--- src/sv/grmc_pkg.sv ---
`timescale 1ns / 1ps
// Shared types and constants for the guest region map checker.
// No dependencies; every other file of the block uses it, except grmc_cfg_if.
package grmc_pkg;

    // Table geometry and address width.
    localparam int REGION_SLOTS = 16;
    localparam int ADDR_BITS    = 32;
    localparam int SLOT_BITS    = (REGION_SLOTS > 1) ? $clog2(REGION_SLOTS) : 1;
    localparam int CNT_BITS     = $clog2(REGION_SLOTS + 1);

    typedef logic [ADDR_BITS-1:0] t_addr;
    typedef logic [ADDR_BITS:0]   t_sum;
    typedef logic [SLOT_BITS-1:0] t_slot;
    typedef logic [CNT_BITS-1:0]  t_cnt;

    // Command codes of an input item.
    typedef enum logic [1:0] {
        CMD_MAP   = 2'd0,
        CMD_UNMAP = 2'd1,
        CMD_READ  = 2'd2,
        CMD_WRITE = 2'd3
    } t_cmd;

    // Status codes of a result item.
    typedef enum logic [2:0] {
        ST_OK        = 3'd0,
        ST_FULL      = 3'd1,
        ST_OVERLAP   = 3'd2,
        ST_NOT_FOUND = 3'd3,
        ST_DENIED    = 3'd4,
        ST_BEYOND    = 3'd5
    } t_status;

    // One stored region; read and write permission are always set together.
    typedef struct packed {
        t_addr base;
        t_addr len;
        logic  perm;
    } t_tbl_entry;

    // Control from the sequencer to the region table.
    typedef struct packed {
        logic       wr_en;
        t_slot      wr_slot;
        t_tbl_entry wr_data;
        logic       rd_en;
        t_slot      rd_slot;
        logic       clr_en;
        t_slot      clr_slot;
    } t_tbl_ctrl;

endpackage

--- src/sv/grmc_in_if.sv ---
`timescale 1ns / 1ps
// Command channel of the guest region map checker.
// Depends on grmc_pkg for the address width.
interface grmc_in_if;
    logic                 valid;
    logic                 ready;
    logic [1:0]           cmd;
    logic [grmc_pkg::ADDR_BITS-1:0] guest_addr;
    logic [grmc_pkg::ADDR_BITS-1:0] length;
    logic                 allow_rw;

    modport source (output valid, output cmd, output guest_addr, output length,
                    output allow_rw, input ready);
    modport sink   (input valid, input cmd, input guest_addr, input length,
                    input allow_rw, output ready);
endinterface

--- src/sv/grmc_out_if.sv ---
`timescale 1ns / 1ps
// Result channel of the guest region map checker.
// Depends on grmc_pkg for the address width.
interface grmc_out_if;
    logic                 valid;
    logic                 ready;
    logic [2:0]           status;
    logic [grmc_pkg::ADDR_BITS-1:0] host_addr;

    modport source (output valid, output status, output host_addr, input ready);
    modport sink   (input valid, input status, input host_addr, output ready);
endinterface

--- src/sv/grmc_cfg_if.sv ---
`timescale 1ns / 1ps
// Configuration write channel carrying the guest memory size.
// No dependencies.
interface grmc_cfg_if;
    logic        valid;
    logic        ready;
    logic [31:0] data;

    modport source (output valid, output data, input ready);
    modport sink   (input valid, input data, output ready);
endinterface

--- src/sv/grmc_table.sv ---
`timescale 1ns / 1ps
// Region table: entry memory with a registered read port and valid flags.
// Depends on grmc_pkg.
module grmc_table (
    input  logic                                i_clk,
    input  logic                                i_rst_n,
    input  grmc_pkg::t_tbl_ctrl                 i_ctrl,
    output grmc_pkg::t_tbl_entry                o_rd,
    output logic [grmc_pkg::REGION_SLOTS-1:0]   o_valid
);

    grmc_pkg::t_tbl_entry                r_mem [grmc_pkg::REGION_SLOTS];
    grmc_pkg::t_tbl_entry                r_rd;
    logic [grmc_pkg::REGION_SLOTS-1:0]   r_valid;

    // Entry storage: one write and one registered read per cycle.
    always_ff @(posedge i_clk) begin
        if (i_ctrl.wr_en) begin
            r_mem[i_ctrl.wr_slot] <= i_ctrl.wr_data;
        end
        if (i_ctrl.rd_en) begin
            r_rd <= r_mem[i_ctrl.rd_slot];
        end
    end

    // Valid flags are set by an append and cleared by an unmap.
    always_ff @(posedge i_clk) begin
        if (!i_rst_n) begin
            r_valid <= '0;
        end else begin
            if (i_ctrl.clr_en) begin
                r_valid[i_ctrl.clr_slot] <= 1'b0;
            end
            if (i_ctrl.wr_en) begin
                r_valid[i_ctrl.wr_slot] <= 1'b1;
            end
        end
    end

    assign o_rd    = r_rd;
    assign o_valid = r_valid;

endmodule

--- src/sv/guest_region_map_checker_top.sv ---
`timescale 1ns / 1ps
// Top level of the guest region map checker: command sequencer and result register.
// Depends on grmc_pkg, the three channel interfaces and grmc_table.

// One item is handled at a time. After acceptance the sequencer walks the
// appended slots in order, one per cycle through the registered read port of
// the region table, and stops at the first hit. A map that finds the table
// full skips the scan and goes straight to the result. The next item is taken
// the cycle after the result is taken. The guest memory size register may be
// written at any time the block holds no item and starts at zero after reset.
// Unmapped slots are never reused: once REGION_SLOTS maps have succeeded,
// every later map reports a full table.
module guest_region_map_checker_top (
    input  logic      i_clk,
    input  logic      i_rst_n,
    grmc_cfg_if.sink  i_cfg,
    grmc_in_if.sink   i_cmd,
    grmc_out_if.source o_res
);

    typedef enum logic [1:0] {
        S_IDLE,
        S_SCAN,
        S_DONE
    } t_state;

    t_state                 r_state, n_state;
    grmc_pkg::t_cmd         r_cmd, n_cmd;
    grmc_pkg::t_addr        r_addr, n_addr;
    grmc_pkg::t_addr        r_len, n_len;
    logic                   r_rw, n_rw;
    grmc_pkg::t_sum         r_end, n_end;
    grmc_pkg::t_cnt         r_idx, n_idx;
    grmc_pkg::t_cnt         r_used, n_used;
    logic                   r_pv, n_pv;
    grmc_pkg::t_slot        r_pslot, n_pslot;
    grmc_pkg::t_status      r_status, n_status;
    grmc_pkg::t_addr        r_host, n_host;
    grmc_pkg::t_addr        r_mem_bytes;

    grmc_pkg::t_tbl_ctrl    w_ctrl;
    grmc_pkg::t_tbl_entry   w_rd;
    logic [grmc_pkg::REGION_SLOTS-1:0] w_valid;
    grmc_pkg::t_sum         w_ent_end;
    logic                   w_hit;
    logic                   w_beyond;
    logic                   w_in_acc;

    grmc_table u_table (
        .i_clk   (i_clk),
        .i_rst_n (i_rst_n),
        .i_ctrl  (w_ctrl),
        .o_rd    (w_rd),
        .o_valid (w_valid)
    );

    // Handshakes.
    assign i_cfg.ready   = 1'b1;
    assign i_cmd.ready   = (r_state == S_IDLE);
    assign w_in_acc      = i_cmd.valid && (r_state == S_IDLE);
    assign o_res.valid   = (r_state == S_DONE);
    assign o_res.status  = r_status;
    assign o_res.host_addr = r_host;

    // Shared compare unit: the end of the entry under test against the item.
    assign w_ent_end = {1'b0, w_rd.base} + {1'b0, w_rd.len};
    assign w_beyond  = r_end > {1'b0, r_mem_bytes};

    always_comb begin
        w_hit = 1'b0;
        if (r_pv && w_valid[r_pslot]) begin
            case (r_cmd)
                grmc_pkg::CMD_MAP: begin
                    w_hit = (w_ent_end > {1'b0, r_addr}) && (r_end > {1'b0, w_rd.base});
                end
                grmc_pkg::CMD_UNMAP: begin
                    w_hit = (w_rd.base == r_addr);
                end
                default: begin
                    w_hit = (r_addr >= w_rd.base) && ({1'b0, r_addr} < w_ent_end);
                end
            endcase
        end
    end

    // Sequencer next-state logic.
    always_comb begin
        n_state  = r_state;
        n_cmd    = r_cmd;
        n_addr   = r_addr;
        n_len    = r_len;
        n_rw     = r_rw;
        n_end    = r_end;
        n_idx    = r_idx;
        n_used   = r_used;
        n_pv     = 1'b0;
        n_pslot  = r_pslot;
        n_status = r_status;
        n_host   = r_host;

        w_ctrl          = '0;
        w_ctrl.rd_slot  = r_idx[grmc_pkg::SLOT_BITS-1:0];
        w_ctrl.wr_slot  = r_used[grmc_pkg::SLOT_BITS-1:0];
        w_ctrl.wr_data  = '{base: r_addr, len: r_len, perm: r_rw};
        w_ctrl.clr_slot = r_pslot;

        case (r_state)
            S_IDLE: begin
                if (w_in_acc) begin
                    n_cmd  = grmc_pkg::t_cmd'(i_cmd.cmd);
                    n_addr = i_cmd.guest_addr;
                    n_len  = i_cmd.length;
                    n_rw   = i_cmd.allow_rw;
                    n_end  = {1'b0, i_cmd.guest_addr} + {1'b0, i_cmd.length};
                    n_idx  = '0;
                    n_host = '0;
                    if ((grmc_pkg::t_cmd'(i_cmd.cmd) == grmc_pkg::CMD_MAP) &&
                        (r_used == grmc_pkg::CNT_BITS'(grmc_pkg::REGION_SLOTS))) begin
                        n_status = grmc_pkg::ST_FULL;
                        n_state  = S_DONE;
                    end else begin
                        n_state = S_SCAN;
                    end
                end
            end
            S_SCAN: begin
                if (w_hit) begin
                    // First matching slot decides the result.
                    n_state = S_DONE;
                    n_host  = '0;
                    case (r_cmd)
                        grmc_pkg::CMD_MAP: begin
                            n_status = grmc_pkg::ST_OVERLAP;
                        end
                        grmc_pkg::CMD_UNMAP: begin
                            w_ctrl.clr_en = 1'b1;
                            n_status      = grmc_pkg::ST_OK;
                        end
                        default: begin
                            if (!w_rd.perm) begin
                                n_status = grmc_pkg::ST_DENIED;
                            end else if (w_beyond) begin
                                n_status = grmc_pkg::ST_BEYOND;
                            end else begin
                                n_status = grmc_pkg::ST_OK;
                                n_host   = r_addr;
                            end
                        end
                    endcase
                end else if (r_idx < r_used) begin
                    // Issue the read of the next appended slot.
                    w_ctrl.rd_en = 1'b1;
                    n_pv         = 1'b1;
                    n_pslot      = r_idx[grmc_pkg::SLOT_BITS-1:0];
                    n_idx        = r_idx + 1'b1;
                end else begin
                    // Every slot has been tested without a hit.
                    n_state = S_DONE;
                    n_host  = '0;
                    if (r_cmd == grmc_pkg::CMD_MAP) begin
                        w_ctrl.wr_en = 1'b1;
                        n_used       = r_used + 1'b1;
                        n_status     = grmc_pkg::ST_OK;
                    end else begin
                        n_status = grmc_pkg::ST_NOT_FOUND;
                    end
                end
            end
            S_DONE: begin
                if (o_res.ready) begin
                    n_state = S_IDLE;
                end
            end
            default: begin
                n_state = S_IDLE;
            end
        endcase
    end

    // State and registered outputs.
    always_ff @(posedge i_clk) begin
        if (!i_rst_n) begin
            r_state     <= S_IDLE;
            r_used      <= '0;
            r_pv        <= 1'b0;
            r_idx       <= '0;
            r_mem_bytes <= '0;
        end else begin
            r_state <= n_state;
            r_used  <= n_used;
            r_pv    <= n_pv;
            r_idx   <= n_idx;
            if (i_cfg.valid) begin
                r_mem_bytes <= i_cfg.data;
            end
        end
        r_cmd    <= n_cmd;
        r_addr   <= n_addr;
        r_len    <= n_len;
        r_rw     <= n_rw;
        r_end    <= n_end;
        r_pslot  <= n_pslot;
        r_status <= n_status;
        r_host   <= n_host;
    end

endmodule
--- src/flat_wrapper.sv ---
// flat-port wrapper written by rule: the top's interface ports become plain ports
module guest_region_map_checker_top_flat 
  (i_clk, i_rst_n, i_cfg_valid, i_cfg_data, i_cfg_ready, i_cmd_valid, i_cmd_cmd, i_cmd_guest_addr, i_cmd_length, i_cmd_allow_rw, i_cmd_ready, o_res_valid, o_res_status, o_res_host_addr, o_res_ready);
  grmc_cfg_if i_cfg_i ();
  grmc_in_if i_cmd_i ();
  grmc_out_if o_res_i ();
  input  logic i_clk;
  input  logic i_rst_n;
  input wire logic [$bits(i_cfg_i.valid)-1:0] i_cfg_valid;
  input wire logic [$bits(i_cfg_i.data)-1:0] i_cfg_data;
  output wire logic [$bits(i_cfg_i.ready)-1:0] i_cfg_ready;
  input wire logic [$bits(i_cmd_i.valid)-1:0] i_cmd_valid;
  input wire logic [$bits(i_cmd_i.cmd)-1:0] i_cmd_cmd;
  input wire logic [$bits(i_cmd_i.guest_addr)-1:0] i_cmd_guest_addr;
  input wire logic [$bits(i_cmd_i.length)-1:0] i_cmd_length;
  input wire logic [$bits(i_cmd_i.allow_rw)-1:0] i_cmd_allow_rw;
  output wire logic [$bits(i_cmd_i.ready)-1:0] i_cmd_ready;
  output wire logic [$bits(o_res_i.valid)-1:0] o_res_valid;
  output wire logic [$bits(o_res_i.status)-1:0] o_res_status;
  output wire logic [$bits(o_res_i.host_addr)-1:0] o_res_host_addr;
  input wire logic [$bits(o_res_i.ready)-1:0] o_res_ready;
  assign i_cfg_i.valid = i_cfg_valid;
  assign i_cfg_i.data = i_cfg_data;
  assign i_cfg_ready = i_cfg_i.ready;
  assign i_cmd_i.valid = i_cmd_valid;
  assign i_cmd_i.cmd = i_cmd_cmd;
  assign i_cmd_i.guest_addr = i_cmd_guest_addr;
  assign i_cmd_i.length = i_cmd_length;
  assign i_cmd_i.allow_rw = i_cmd_allow_rw;
  assign i_cmd_ready = i_cmd_i.ready;
  assign o_res_valid = o_res_i.valid;
  assign o_res_status = o_res_i.status;
  assign o_res_host_addr = o_res_i.host_addr;
  assign o_res_i.ready = o_res_ready;
  guest_region_map_checker_top u_core (.i_clk(i_clk), .i_rst_n(i_rst_n), .i_cfg(i_cfg_i), .i_cmd(i_cmd_i), .o_res(o_res_i));
endmodule
--- config.mk ---
export PLATFORM = sky130hd
export DESIGN_NAME = guest_region_map_checker_top_flat
export DESIGN_NICKNAME = d
export VERILOG_FILES = /design/src/sv/grmc_pkg.sv /design/src/sv/grmc_in_if.sv /design/src/sv/grmc_out_if.sv /design/src/sv/grmc_cfg_if.sv /design/src/sv/grmc_table.sv /design/src/sv/guest_region_map_checker_top.sv /design/src/flat_wrapper.sv
export SDC_FILE = /design/constraint.sdc
export NUM_CORES = 1
export LEC_CHECK = 0
export ABC_AREA = 1
export BUFFER_PORTS_ARGS = -buffer_cell sky130_fd_sc_hd__buf_2
export CAP_MARGIN = 30
export CORE_UTILIZATION = 55
export CTS_CLUSTER_DIAMETER = 80
export DETAILED_ROUTE_END_ITERATION = 8
export HOLD_SLACK_MARGIN = 0.03
export MAX_ROUTING_LAYER = met4
export PLACE_DENSITY_LB_ADDON = 0.15
export SLEW_MARGIN = 0
export SYNTH_ARGS = -nofsm -noshare
export SYNTH_HDL_FRONTEND = slang
export SYNTH_SLANG_ARGS = --single-unit
--- constraint.sdc ---
create_clock -name i_clk -period 11.22 [get_ports i_clk]
set_clock_uncertainty 0.15 [all_clocks]
set_input_delay 1.683 -clock i_clk [delete_from_list [all_inputs] [get_ports i_clk]]
set_output_delay 1.683 -clock i_clk [all_outputs]
set_load 0.005 [all_outputs]
==> impl_metrics.ini <==
[global_routing]
grtUsageMet3_pct = 4.92
globalRouteMet2Util_pct = 48.8
grt_pass1_wl_um = 230000
grt_pass1_vias = 34500
busiest_layer = met2
grt_max_degree = 225
grt_use_met1_pct = 43.4
grt_usage_pct = 31.7
antenna_found_initial = 18
grt.overflow.total = 0

[power_and_ir_drop]
ir_worst_vdd_uv = 212
pwr_density_cell_nw_per_um2 = 198
total_leakage_power_nw = 21.7
p_total_mw = 12.4

[synthesis]
ys.warnings.count = 0
synth_top_family_by_area = simple AND/OR/NAND/NOR gates
synth_xor_area_share_pct = 1.02
postSynthCellCount = 4376
synth_cell_type_count = 58
post_synth_mux_area_share_pct = 1.90
synth_top_flop_cell = edfxtp_1
avgSynthCellArea_um2 = 12.8
ys_seq_area_share_pct = 68.9
synth_area_um2 = 56000
ys_seq_elements = 1305
yosys.area_share.simple_pct = 10.4
async_flop_share_pct = 0
synth_fp_nets = 4682
synth_edf_count = 1244
synthAdderAreaFrac_pct = 4.54
synth_compound_area_share_pct = 10.1

[clock_tree]
cts_tree = yes
post_cts_buffers = 0
cts_sinks = 1305
cts.clk_slew.worst_paths_ns = 0.06
cts_buffers = 134
clk_latency_ns = 0.76
cts.hold.buffers_added = 0
cts-root-buf = clkbuf_16
max-clock-path-buffers = 3
htree_num_levels = 4
cts-resized-gates = 0

[setup_path]
critPathSlowestCell = buf_4
critical_path.max_fanout = 38
r2r_setup_slack_ns = 4.93
rr_worst_depth = 27
cp.required_ns = 11.45
path_class = reg2reg
rr_endpoint = u_core.u_table.r_mem[9][13]
end_kind = register
worstReg2RegStart = u_core.u_table.o_rd[33]
crit_path_start_kind = register
arrival_ns = 6.52
slowest_delay_ns = 0.67
crit_path_frequent_cell = nand2_1

[timing]
setup_tns_ns = 0
final_hold_viol_count = 0
finalWorstSetupSlack_ns = 4.93
tightest_slew_ns = 1.17
fmax_mhz = 159
hold_ws_ns = 0.318
rsz0062_at_grt = false
setup_violations = 0
final.min_clock_period_ns = 6.29
slew_headroom_pct = 22.3
fin_crit_sh_pct = 56.1
slew_viol_final = 0

[floorplanning]
rows = 116
ios = 142
die_y_um = 321
fp.dieW_um = 321
dieArea_um2 = 103000
initial_core_util_pct = 55.7
core_um2 = 100000

[route]
drt-initial-drc-count = 4624
wl_um = 158000
drcViolationCount = 0
dr_total_vias = 36500
wl_per_cell_um = 26.5
ant_nets = 0
vias_per_cell = 6.12
dr.pass1.iters = 7

[placement]
place_congestion = 0.950
pre_cts_slack_ns = 4.93
place.port_buffers = 140
dp_hpwl_um = 100000

[worst_hold_path]
whs_endpoint = u_core.r_mem_bytes[20]
hold_class = reg2reg
hp-start = u_core.r_mem_bytes[20]
min_path_cells = 2

[layout]
areaGrowthSynthToFinish_pct = 11.8
finalNetCount = 4807
drive_gt1_share_pct = 10.3

[status]
status = completed

[run]
maxCapViolCount = 0
[Yosys cell counts, drive strengths merged, types with 43 or more instances]
| cell | instances | area share [%] |
|---|---|---|
| edfxtp | 1244 | 67 |
| nor2 | 692 | 4.7 |
| nand2 | 415 | 2.8 |
| o21ai | 340 | 3.0 |
| inv | 219 | 1.5 |
| ha | 200 | 4.5 |
| clkbuf | 191 | 1.3 |
| a21oi | 180 | 1.6 |
| nand3 | 168 | 1.5 |
| o32ai | 154 | 2.4 |
| o221ai | 107 | 1.7 |
| mux2i | 106 | 1.9 |
| dfxtp | 61 | 2.2 |
| xor2 | 43 | 0.67 |
[worst max path at each step]
stage / startpoint / to
after CTS: u_core.u_table.o_rd[33] / u_core.u_table.r_mem[9][13]
final: u_core.u_table.o_rd[33] / u_core.u_table.r_mem[9][13]
after global routing: u_core.u_table.o_rd[33] / u_core.u_table.r_mem[9][14]
after global placement: u_core.u_table.o_rd[33] / u_core.u_table.r_mem[4][17]
after floorplan: i_cmd_valid / u_core.r_idx[1]
after detailed placement: u_core.u_table.o_rd[33] / u_core.u_table.r_mem[9][17]
[report_power, final]
part	internal, mW	total, mW	switching, mW
Clock	2.41	4.28	1.87
Combinational	0.689	2.21	1.52
Sequential	5.69	5.91	0.219
Total	8.78	12.4	3.61
[per-stage QoR]
| step | area, um^2 | utilization (%) | std cells |
|---|---|---|---|
| after floorplan | 56000 | - | 4376 |
| after global placement | 58100 | 57.8 | 5710 |
| after detailed placement | 58400 | 58.1 | 5722 |
| after CTS | 62600 | 62.3 | 5965 |
| after global routing | 62600 | 62.3 | 5969 |
| final | 62600 | 62.3 | 5970 |
[critical path: cells and delay by family, from the launching register on]
kind | cells | cell delay (ns)
XOR/XNOR | 1 | 0.10
adder cells (fa/ha/maj) | 3 | 0.97
flip-flops | 1 | 0.42
AND/OR/NAND/NOR | 15 | 2.10
AO/OA/AOI/OAI | 5 | 1.16
buffers and inverters | 3 | 0.93
[area by class of cell]
| class | count | area, um^2 |
|---|---|---|
| diodes | 5 | 12.5 |
| well taps | 1357 | 1700 |
| inverters | 220 | 870 |
| multi-input cells | 2628 | 15700 |
| flip-flops and latches | 1305 | 38600 |
| clock buffers | 164 | 3470 |
| repair buffers | 212 | 1530 |
| fillers | 7744 | 37800 |
| clock inverters | 79 | 722 |
[layout by cell type, fill, tap and decap left out, types with 12 or more instances in the layout]
cell type  count
inv_4         13
nor2_1       686
clkbuf_1      30
nand3_1      166
buf_16        12
clkbuf_16    134
a31oi_1       14
clkinv_1      32
edfxtp_1    1244
nand4_1       27
o221ai_1     107
a21oi_1      179
o211ai_1      28
o31ai_1       14
ha_1         200
xnor2_1       22
o21ai_0      332
nand2_1      409
clkinv_2      20
xor2_1        43
nor3_1        19
mux2i_1      106
buf_2        140
buf_4         56
nor3b_2       28
o32ai_1      154
dfxtp_1       58
inv_1        197
[flip-flops by register name, summed over array words and instances, names as in the netlist, 3 cells and up]
register	cells
u_core.u_table.r_mem	1040
u_core.u_table.o_rd	65
u_core.r_end	33
u_core.o_res.host_addr	32
u_core.r_addr	32
u_core.r_len	32
u_core.r_mem_bytes	32
u_core.u_table.o_valid	16
u_core.r_idx	5
u_core.r_used	5
u_core.r_pslot	4
u_core.o_res.status	3
[metal layers]
layer,part of all wire [%],vias to the layer above,routed length [um]
met5,0,-,0
met4,3.2,0,5030
met3,7.5,253,11900
met2,47,1560,74400
met1,42,18200,67000
li1,-,16500,-
[cell families (layout without fill, tap and decap cells)]
group,Yosys count,count (layout)
fa+ha+maj,202,202
xor+xnor,65,65
buf+inv,443,675
flops,1305,1305
compound gates,882,882
other cells,1,6
simple gates,1372,1372
mux,106,106
(Power assumes the default switching activity.)
